### src/design/mue_pkg.sv
// Shared types, codes and the modified base64 character table for the modified UTF-7 encoder.
`timescale 1ns / 1ps

package mue_pkg;

   // Run phase: plain text, or inside a run with 0, 8 or 16 bits of a group used
   localparam logic [1:0] PHASE_PLAIN = 2'd0;
   localparam logic [1:0] PHASE_G0    = 2'd1;
   localparam logic [1:0] PHASE_G1    = 2'd2;
   localparam logic [1:0] PHASE_G2    = 2'd3;

   localparam logic [7:0] AMP_CHAR  = 8'h26;
   localparam logic [7:0] DASH_CHAR = 8'h2D;
   localparam logic [7:0] PLAIN_LO  = 8'h20;
   localparam logic [7:0] PLAIN_HI  = 8'h7E;

   localparam int QUEUE_DEPTH = 2;

   // Up to four characters produced by one input byte
   typedef struct packed {
      logic [3:0][6:0] chars;
      logic [1:0]      last_idx;
      logic            is_last;
   } bundle_type;

   function automatic logic [6:0] sextet_char(input logic [5:0] v);
      logic [6:0] c;
      if (v < 6'd26) begin
         c = 7'h41 + {1'b0, v};
      end else if (v < 6'd52) begin
         c = 7'h61 + {1'b0, v - 6'd26};
      end else if (v < 6'd62) begin
         c = 7'h30 + {1'b0, v - 6'd52};
      end else if (v == 6'd62) begin
         c = 7'h2B;
      end else begin
         c = 7'h2C;
      end
      return c;
   endfunction

endpackage

### src/design/mue_front.sv
// Front end: classifies each byte, tracks the run state and builds its character bundle.
`timescale 1ns / 1ps

module mue_front (
   input  logic                clock,
   input  logic                reset,
   input  logic                accept,
   input  logic [7:0]          in_byte,
   input  logic                is_last,
   output mue_pkg::bundle_type bundle
);

   logic [1:0] phase_ff, phase_in;
   logic [5:0] carry_ff, carry_in;

   always_comb begin
      logic [2:0]      n;
      logic [3:0][6:0] ch;
      logic [1:0]      ph;
      logic [5:0]      cy;
      logic            plain;
      n     = 3'd0;
      ch    = '0;
      ph    = phase_ff;
      cy    = carry_ff;
      plain = (in_byte >= mue_pkg::PLAIN_LO) && (in_byte <= mue_pkg::PLAIN_HI);

      if (plain) begin
         // close an open run before the plain byte
         if (ph != mue_pkg::PHASE_PLAIN) begin
            if (ph != mue_pkg::PHASE_G0) begin
               ch[n[1:0]] = mue_pkg::sextet_char(cy);
               n = n + 3'd1;
            end
            ch[n[1:0]] = mue_pkg::DASH_CHAR[6:0];
            n  = n + 3'd1;
            ph = mue_pkg::PHASE_PLAIN;
            cy = '0;
         end
         ch[n[1:0]] = in_byte[6:0];
         n = n + 3'd1;
         if (in_byte == mue_pkg::AMP_CHAR) begin
            ch[n[1:0]] = mue_pkg::DASH_CHAR[6:0];
            n = n + 3'd1;
         end
      end else begin
         if (ph == mue_pkg::PHASE_PLAIN) begin
            ch[n[1:0]] = mue_pkg::AMP_CHAR[6:0];
            n  = n + 3'd1;
            ph = mue_pkg::PHASE_G0;
            cy = '0;
         end
         case (ph)
            mue_pkg::PHASE_G0: begin
               ch[n[1:0]] = mue_pkg::sextet_char(in_byte[7:2]);
               n  = n + 3'd1;
               cy = {in_byte[1:0], 4'b0000};
               ph = mue_pkg::PHASE_G1;
            end
            mue_pkg::PHASE_G1: begin
               ch[n[1:0]] = mue_pkg::sextet_char(cy | {2'b00, in_byte[7:4]});
               n  = n + 3'd1;
               cy = {in_byte[3:0], 2'b00};
               ph = mue_pkg::PHASE_G2;
            end
            default: begin
               ch[n[1:0]] = mue_pkg::sextet_char(cy | {4'b0000, in_byte[7:6]});
               n = n + 3'd1;
               ch[n[1:0]] = mue_pkg::sextet_char(in_byte[5:0]);
               n  = n + 3'd1;
               cy = '0;
               ph = mue_pkg::PHASE_G0;
            end
         endcase
      end

      // end of string closes any open run
      if (is_last && (ph != mue_pkg::PHASE_PLAIN)) begin
         if (ph != mue_pkg::PHASE_G0) begin
            ch[n[1:0]] = mue_pkg::sextet_char(cy);
            n = n + 3'd1;
         end
         ch[n[1:0]] = mue_pkg::DASH_CHAR[6:0];
         n  = n + 3'd1;
         ph = mue_pkg::PHASE_PLAIN;
         cy = '0;
      end

      bundle.chars    = ch;
      bundle.last_idx = 2'(n - 3'd1);
      bundle.is_last  = is_last;
      phase_in        = ph;
      carry_in        = cy;
   end

   always_ff @(posedge clock) begin
      if (reset) begin
         phase_ff <= mue_pkg::PHASE_PLAIN;
         carry_ff <= '0;
      end else if (accept) begin
         phase_ff <= phase_in;
         carry_ff <= carry_in;
      end
   end

endmodule

### src/design/mue_queue.sv
// Short bundle queue between the front end and the output serializer.
`timescale 1ns / 1ps

module mue_queue #(
   parameter int Depth = mue_pkg::QUEUE_DEPTH
) (
   input  logic                clock,
   input  logic                reset,
   input  logic                push,
   input  mue_pkg::bundle_type push_data,
   output logic                full,
   input  logic                pop,
   output mue_pkg::bundle_type head,
   output logic                empty
);

   localparam int PtrW = (Depth > 1) ? $clog2(Depth) : 1;
   localparam int CntW = $clog2(Depth + 1);

   mue_pkg::bundle_type store [Depth];
   logic [PtrW-1:0] wr_ptr_ff, rd_ptr_ff;
   logic [CntW-1:0] count_ff;
   logic            do_push, do_pop;

   assign full    = (count_ff == CntW'(Depth));
   assign empty   = (count_ff == '0);
   assign do_push = push && !full;
   assign do_pop  = pop && !empty;
   assign head    = store[rd_ptr_ff];

   always_ff @(posedge clock) begin
      if (do_push) begin
         store[wr_ptr_ff] <= push_data;
      end
   end

   always_ff @(posedge clock) begin
      if (reset) begin
         wr_ptr_ff <= '0;
         rd_ptr_ff <= '0;
         count_ff  <= '0;
      end else begin
         if (do_push) begin
            wr_ptr_ff <= (wr_ptr_ff == PtrW'(Depth - 1)) ? '0 : wr_ptr_ff + 1'b1;
         end
         if (do_pop) begin
            rd_ptr_ff <= (rd_ptr_ff == PtrW'(Depth - 1)) ? '0 : rd_ptr_ff + 1'b1;
         end
         if (do_push && !do_pop) begin
            count_ff <= count_ff + 1'b1;
         end else if (do_pop && !do_push) begin
            count_ff <= count_ff - 1'b1;
         end
      end
   end

endmodule

### src/design/mue_back.sv
// Back end: walks the head bundle one character per cycle, while the output is not stalled, into the output register.
`timescale 1ns / 1ps

module mue_back (
   input  logic                clock,
   input  logic                reset,
   input  mue_pkg::bundle_type head,
   input  logic                head_valid,
   output logic                head_pop,
   input  logic                pop,
   output logic                empty,
   output logic [6:0]          out_char,
   output logic                last_of_run,
   output logic                end_of_string
);

   logic [1:0] idx_ff;
   logic       valid_ff;
   logic [6:0] char_ff;
   logic       lor_ff, eos_ff;
   logic       advance, load, final_char;

   assign advance    = !valid_ff || pop;
   assign load       = advance && head_valid;
   assign final_char = (idx_ff == head.last_idx);
   assign head_pop   = load && final_char;

   always_ff @(posedge clock) begin
      if (reset) begin
         valid_ff <= 1'b0;
         idx_ff   <= '0;
      end else begin
         if (advance) begin
            valid_ff <= head_valid;
         end
         if (load) begin
            idx_ff <= final_char ? 2'd0 : idx_ff + 2'd1;
         end
      end
   end

   always_ff @(posedge clock) begin
      if (load) begin
         char_ff <= head.chars[idx_ff];
         lor_ff  <= final_char;
         eos_ff  <= final_char && head.is_last;
      end
   end

   assign empty         = !valid_ff;
   assign out_char      = char_ff;
   assign last_of_run   = lor_ff;
   assign end_of_string = eos_ff;

endmodule

### src/design/modified_utf7_encoder.sv
// Top level of the modified UTF-7 encoder: front end, bundle queue and serializer.
//
//   channel | direction | handshake          | word
//   req     | in        | req_push/req_full  | req_in_byte, req_is_last
//   rsp     | out       | rsp_pop/rsp_empty  | rsp_out_char, rsp_last_of_run,
//           |           |                    | rsp_end_of_string
//
// One input byte is taken per cycle while the queue has room; it yields 1 to 4
// characters, and the serializer drives one character per cycle while the output
// is not stalled.
// An accepted byte's bundle is queued, then its first character is registered.
// Synchronous reset returns to plain text and empties the queue and output.
// An output stall backs up into the queue and then raises req_full.
`timescale 1ns / 1ps

module modified_utf7_encoder #(
   parameter int QueueDepth = mue_pkg::QUEUE_DEPTH
) (
   input  logic       clock,
   input  logic       reset,
   input  logic       req_push,
   output logic       req_full,
   input  logic [7:0] req_in_byte,
   input  logic       req_is_last,
   output logic       rsp_empty,
   input  logic       rsp_pop,
   output logic [6:0] rsp_out_char,
   output logic       rsp_last_of_run,
   output logic       rsp_end_of_string
);

   mue_pkg::bundle_type bundle, head;
   logic accept, q_empty, q_pop;

   assign accept = req_push && !req_full;

   mue_front u_front (
      .clock   (clock),
      .reset   (reset),
      .accept  (accept),
      .in_byte (req_in_byte),
      .is_last (req_is_last),
      .bundle  (bundle)
   );

   mue_queue #(
      .Depth (QueueDepth)
   ) u_queue (
      .clock     (clock),
      .reset     (reset),
      .push      (accept),
      .push_data (bundle),
      .full      (req_full),
      .pop       (q_pop),
      .head      (head),
      .empty     (q_empty)
   );

   mue_back u_back (
      .clock         (clock),
      .reset         (reset),
      .head          (head),
      .head_valid    (!q_empty),
      .head_pop      (q_pop),
      .pop           (rsp_pop),
      .empty         (rsp_empty),
      .out_char      (rsp_out_char),
      .last_of_run   (rsp_last_of_run),
      .end_of_string (rsp_end_of_string)
   );

endmodule

### config.mk
export PLATFORM = sky130hd
export DESIGN_NAME = modified_utf7_encoder
export DESIGN_NICKNAME = d
export VERILOG_FILES = /design/src/design/mue_pkg.sv /design/src/design/mue_front.sv /design/src/design/mue_queue.sv /design/src/design/mue_back.sv /design/src/design/modified_utf7_encoder.sv
export SDC_FILE = /design/constraint.sdc
export NUM_CORES = 1
export LEC_CHECK = 0
export BUFFER_PORTS_ARGS = -buffer_cell sky130_fd_sc_hd__buf_2
export CAP_MARGIN = 20
export CORE_MARGIN = 2
export CORE_UTILIZATION = 45
export CTS_CLUSTER_SIZE = 10
export DETAILED_ROUTE_END_ITERATION = 7
export PLACE_DENSITY = 0.69
export SETUP_SLACK_MARGIN = 0.05
export SYNTH_ARGS = -nofsm -noshare
export SYNTH_HDL_FRONTEND = slang
export SYNTH_HIERARCHICAL = 1
export SYNTH_SLANG_ARGS = --single-unit
### constraint.sdc
create_clock -name clock -period 4.9 [get_ports clock]
set_input_delay 0.735 -clock clock [delete_from_list [all_inputs] [get_ports clock]]
set_output_delay 0.735 -clock clock [all_outputs]
set_load 0.02 [all_outputs]
==> results of run 1 <==
[state kept, by name, indices dropped and copies added (netlist names), named ones only]
signal / cells
u_back/out_char: 7
u_back/valid_ff: 1
u_back/end_of_string: 1
u_back/idx_ff: 2
u_queue/rd_ptr_ff: 1
u_front/phase_ff: 2
u_back/last_of_run: 1
u_queue/store: 62
u_front/carry_ff: 6
u_queue/wr_ptr_ff: 1
u_queue/count_ff: 2
[worst reg2reg max path: cells and delay by family (launching register included)]
kind                     cells  cell delay [ns]
AO/OA/AOI/OAI                5             1.38
buffers and inverters        5             1.13
adder cells (fa/ha/maj)      2             0.68
AND/OR/NAND/NOR              3             0.65
flip-flops                   1             0.31
[power by group through the flow]
stage / registers [mW] / clock network (mW) / logic (mW)
3_5_place_dp: 1.15 / 0 / 1.06
6_report: 1.13 / 0.716 / 1.08
3_3_place_gp: 1.14 / 0 / 1.05
2_1_floorplan: 1.16 / 0 / 0.743
4_1_cts: 1.14 / 0.725 / 1.07
5_1_grt: 1.16 / 0.753 / 1.17
[per-stage QoR]
stage               hold slack [ns]  util (%)
CTS                           0.488      50.2
detailed placement            0.480      48.5
finish                        0.485      50.2
global route                  0.525      50.2
global placement              0.471      48.5
floorplan                     0.452         -
[cell usage in the layout, fill, tap and decap left out, types with 11 or more instances in the layout]
master	n
a211oi_1	15
a21oi_1	57
a31oi_1	24
and2_1	14
and3_1	13
buf_2	23
buf_4	55
dfxtp_1	16
edfxtp_1	71
ha_1	69
inv_1	41
mux2_2	34
nand2_1	94
nand2b_1	17
nand3_1	26
nor2_1	62
nor2b_1	17
nor3_1	31
o21ai_0	66
o221ai_1	11
or3_1	11
xnor2_1	29
xor2_1	19
[path summary, 6_finish.rpt]
kind                                                  endpoint  slack, ns  cells after the start
worst min-delay path            u_queue/wr_ptr_ff$_SDFFE_PP0P_       0.48                      2
worst min register to register  u_queue/wr_ptr_ff$_SDFFE_PP0P_       0.48                      2
worst max-delay path            u_queue/store[1][21]$_DFFE_PP_       0.49                     15
worst max register to register  u_queue/store[1][21]$_DFFE_PP_       0.49                     15
[cell type report]
type / instances / share of cell area, %
clock buffers: 11 / 2.49
inverters: 44 / 1.77
clock inverters: 5 / 0.872
well taps: 234 / 3.14
repair buffers: 78 / 5.66
multi-input cells: 782 / 59.8
flip-flops and latches: 87 / 26.3
[cell families (layout without fill, tap and decap cells)]
family	Yosys count	after routing	synth area share [%]
flip-flops	87	87	29.0
multiplexers	50	50	7.53
XOR/XNOR	50	50	5.42
AND/OR/NAND/NOR	327	327	19.8
adder cells (fa/ha/maj)	71	71	10.4
AO/OA/AOI/OAI	284	284	22.5
buffers and inverters	109	138	5.36
[routing by layer]
metal,part of all wire [%],vias up
met2,46,349
met3,7.7,54
li1,-,3705
met4,2.5,0
met1,44,3635
met5,0,-
==> run metrics, run 1 <==
net count after synthesis roughly 1100; vias in the first global route 7137; 1st-pass router iterations 5; Syn Inst Count 978; crit-path leading delay family compound AO/OA/AOI/OAI gates; gr usage total 25.1%; final hold violations 0; Switch Pwr 982 uW; antenna diode count 0; max incr delay on CP 0.47 ns; Wirelength per Cell 20.3 um; reg2reg start u_front/phase_ff[1]$_SDFFE_PP0P_; Hold-fix buffers, CTS 0; Seq/Total Area, Yosys 29.0%; Final ANT Viol Nets 0; min-delay src u_queue/wr_ptr_ff$_SDFFE_PP0P_; worst path cell trace inv_1 -> ha_1 -> buf_4 -> clkinv_1 -> a2111oi_2 -> buf_4 -> nand2_1 -> inv_1 -> ha_1 -> nor2b_1 -> a21oi_1 -> o311a_1 -> a31oi_1 -> o21ai_0 -> and2_1; met1 capacity usage during global routing 35.6%; Crit-path slowest cell ha_1; Non-Filler Instances 1241; Sw Ratio 33.6%; later-pin clock latency in the skew report 0.34 ns; Syn Area/Cell 8.66 um^2; via count a little under 8000; Seq pwr share 38.7%; skew final approximately 0.0066 ns; GRT met2 Usage 40.8%; Async S/R FF share, synth 0%; EDFF count, synth between 70 and 80; layout cells sized above 1 15.3%; routability cong. 1.02; Most Used Layer, Global Route met2; fill count 1729; Longest Clk Path Bufs 2; Area Overhead vs Synth 10.1%; routed vias/inst 6.24; Design Area, Final approximately 0.0093 mm^2; Reg area 0.00245 mm^2; max-cap check violation count 0; Pwr Density roughly 310 mW/mm^2; die area 0.0199 mm^2; Startpoint Class register; min-delay worst type register to register; clock tree from TritonCTS built; grt total ovfl 0; Cell Int Power 1.94 mW; clock root buffer clkbuf_16; Die Ht around 140 um; final WL roughly 25000 um; Worst Tran Pin Value around 0.77 ns; CP Capture Type register; RSZ-0062 raised after global routing false; final slew viol count 0; count leader, synth nand2_1; placed inst area 0.00901 mm^2; post-cts sizing count 0; crit path buf inv count 5; largest net degree at the start of global routing 32; initial core utilization a little under half; DP Wirelength 19300 um; Worst VDD drop about 0.18 mV; Worst Setup SP u_front/phase_ff[1]$_SDFFE_PP0P_; Initial DRC Count 894; Comb pwr share 36.8%; leakage 3.60 nW; Crit Path Class register to register; distinct cell type count of the synthesized netlist 88; pre-CTS setup slack 0.381 ns; warnings from Yosys 6; CTS Sinks 87; Multi-input gate area 0.00558 mm^2; total power approximately 2.9 mW; Req. time, crit path 4.99 ns; area share of the largest cell type after synthesis between 20% and 30%; CTS clock-pin slew for the worst setup and hold paths 0.06 ns; Worst EP arrival 4.50 ns; Clock power frac 24.5%; core area ~0.019 mm^2; global-route wire length before repair 40000 um; Yosys top cell by area edfxtp_1; CP max FO 16; port bufs 23; Cell Rows 50; placed cell count 1225; I/O Pins 24; met3 usage 2.85%; final worst slack 0.488 ns; status finished, final reports clean; ys flop type edfxtp_1; Max Freq 0.227 GHz; TNS Setup 0 ns; total setup buffers inserted after CTS 0; initial antenna violation count 0; top cells by area, synth edfxtp_1 25%, ha_1 10%, mux2_2 4.5%, nand2_1 4.2%, o21ai_0 3.9%; most frequent cells after synthesis 94 x nand2_1, 71 x edfxtp_1, 69 x ha_1; Final min period 4.41 ns; Max transition margin 47.9%; Final Setup Violations 0; Residual DRC 0; H-tree depth 3; NumNets Final 1084; CTS Buf Count 9; synthesis-stage register bit count 87; Syn Std Cell Area 0.00847 mm^2; die span in x 141 um; Final Cycle Share about nine tenths
Power figures use the tool's default switching activity.
==> run 2: changes to the inputs <==
Settings changed: CORE_UTILIZATION 45 to 58, PLACE_DENSITY 0.69 to 0.84, RECOVER_POWER set to 25.
==> run metrics, run 2 (synthesis results as in run 1) <==
Final Setup Violations 0 (unchanged); Reg-to-Reg End u_queue/store[0][9]$_DFFE_PP_; Seq pwr share 38.7% (about the same); failing checks max-capacitance violations, max-slew violations; Comb pwr share 36.8% (about the same); Sw Ratio 35.0% (+1.4 points); Area Overhead vs Synth 8.70%; Cell Rows 44 (-12%); clock root buffer clkbuf_16; Hold-fix buffers, CTS 0 (unchanged); Final ANT Viol Nets 0 (unchanged); Crit Path Class register to register; CTS Sinks 87 (unchanged); routed vias/inst 6.68 (+7.0%); Hold Path Cell Cnt 2 (unchanged); CTS Buf Count 9 (unchanged); vias in the first global route 7376 (+3.3%); later-pin clock latency in the skew report 0.34 ns (about the same); RSZ-0062 raised after global routing false; min-delay worst type register to register; Residual DRC 0 (unchanged); Worst Setup SP u_front/phase_ff[1]$_SDFFE_PP0P_; port bufs 23 (unchanged); Worst Tran Pin Value 1.75 ns (+0.974 ns); TNS Setup 0 ns (unchanged); Max Freq 0.231 GHz (+2.1%); fill count 1220 (-29%); CTS clock-pin slew for the worst setup and hold paths 0.06 ns (about the same); CP max FO 37 (+21); Final Hold Slack 0.496 ns (+0.0114 ns); Final Cycle Share 88.2% (-1.9 points); largest net degree at the start of global routing 38 (+19%); Reg area 0.00245 mm^2 (unchanged); Hold Path Sink u_queue/wr_ptr_ff$_SDFFE_PP0P_; antenna diode count 0 (unchanged); most common cell after layout, fill and taps aside nand2_1; die span in x 125 um (-12%); most frequent cells in the layout 94 x nand2_1, 71 x edfxtp_1, 69 x ha_1, 66 x o21ai_0, 63 x nor2_1; I/O Pins 24 (unchanged); pre-CTS setup slack 0.353 ns (-0.0276 ns); total setup buffers inserted after CTS 0 (unchanged); CP Capture Type register; 1st-pass router iterations 5 (unchanged); Req. time, crit path 4.98 ns (about the same); routability cong. 1.11 (+8.9%); Startpoint Class register; Biggest register u_queue/store; Longest Clk Path Bufs 2 (unchanged); max-cap check violation count 2 (+2); layout cells sized above 1 12.7% (-2.6 points); leakage 3.54 nW (-1.6%); NumNets Final 1076 (-0.74%); clock tree from TritonCTS built; Worst VDD drop 0.199 mV (+12%); Initial DRC Count 871 (-2.6%); gr usage total 32.1% (+7.0 points); DP Wirelength 19300 um (about the same); Final min period 4.32 ns (-0.0923 ns); Wirelength per Cell 21.5 um (+6.0%); initial core utilization 58.7% (+13 points); Pwr Density 321 mW/mm^2 (+2.5%); final WL 25400 um (+1.0%); reg2reg start u_front/phase_ff[1]$_SDFFE_PP0P_; Max transition margin -16.4% (-64 points); global-route wire length before repair 40300 um (+0.65%); skew final 0.00738 ns (+0.000779 ns); status finished with violations; via count 7900 (+2.0%); Worst EP arrival 4.40 ns (-0.10 ns); min-delay src u_queue/wr_ptr_ff$_SDFFE_PP0P_; post-cts sizing count 0 (unchanged); final slew viol count 64 (+64); reg2reg path depth 14 (-1); Die Ht 125 um (-12%); register-to-register setup slack 0.58 ns (+0.09 ns); max FFs per register 62 (unchanged); Multi-input gate area 0.00556 mm^2 (-0.22%); H-tree depth 3 (unchanged); Cell Int Power 1.92 mW (-0.97%); grt total ovfl 0 (unchanged); initial antenna violation count 0 (unchanged); final worst slack 0.580 ns (+0.0923 ns); die area 0.0156 mm^2 (-22%); core area 0.0144 mm^2 (-22%); Switch Pwr 1.04 mW (+5.4%); Clock power frac 24.6% (about the same); final hold violations 0 (unchanged)
==> run 2: cell types whose count changed in the layout (fill, tap and decap cells not counted), moves of 2 or more <==
cell / previous run / this run
and2_0: 0 / 2
and2_1: 14 / 12
buf_2: 23 / 12
buf_4: 55 / 44
bufinv_16: 2 / 0
clkbuf_1: 2 / 13
clkbuf_16: 9 / 12
mux2_1: 0 / 6
mux2_2: 34 / 28
nor2b_1: 17 / 19
==> run 2: power by group through the flow <==
| stage | Combinational (mW) | Sequential, mW | Clock [mW] |
|---|---|---|---|
| 2_1_floorplan | 0.743 | 1.16 | 0 |
| 3_3_place_gp | 1.04 | 1.13 | 0 |
| 3_5_place_dp | 1.08 | 1.16 | 0 |
| 4_1_cts | 1.10 | 1.14 | 0.735 |
| 5_1_grt | 1.17 | 1.16 | 0.766 |
| 6_report | 1.09 | 1.15 | 0.727 |
==> run 2: metrics by stage <==
step / instance area, um^2 / power (mW) / instances / utilization (%)
floorplan: 8480 / 1.91 / 978 / -
global placement: 8900 / 2.17 / 1167 / 61.7
detailed placement: 8900 / 2.24 / 1167 / 61.7
CTS: 9240 / 2.98 / 1183 / 64.1
global route: 9210 / 3.10 / 1183 / 63.8
finish: 9210 / 2.96 / 1183 / 63.8
==> run 2: critical path, stage by stage (launching register included) <==
cell and delay (ns):
dfxtp_1 0.31, inv_1 0.24, ha_1 0.47, buf_12 0.26
nand2b_1 0.30, nand2_1 0.17, ha_1 0.33, nor2b_1 0.18
nand3_1 0.10, mux2i_1 0.31, nand2_1 0.12, a311o_1 0.38
a221oi_1 0.32, o311ai_0 0.30, o211a_1 0.26
==> run 2: layout make-up <==
type                       count  share of cell area [%]
multi-input combinational    782                    60.4
sequential                    87                    26.6
timing repair buffer          70                    4.99
clock buffer                  12                    3.26
tap                          184                    2.50
inverter                      44                    1.79
clock inverter                 4                   0.408
==> run 2: how the worst max path moves through the flow <==
stage               cells past startpoint  slack [ns]                             end
floorplan                              17        0.11  u_queue/store[0][15]$_DFFE_PP_
global placement                       17        0.38  u_queue/store[0][15]$_DFFE_PP_
detailed placement                     17        0.35  u_queue/store[1][15]$_DFFE_PP_
CTS                                    14        0.67   u_queue/store[0][9]$_DFFE_PP_
global route                           15        0.28   u_queue/store[0][9]$_DFFE_PP_
finish                                 14        0.58   u_queue/store[0][9]$_DFFE_PP_
==> run 2: metal layers <==
metal	global-route usage (%)	vias to the layer above	wire [um]
met3	3.48	69	1780
met4	12.0	0	864
met1	42.2	3718	10500
li1	-	3682	-
met5	0	-	0
met2	54.9	431	12200
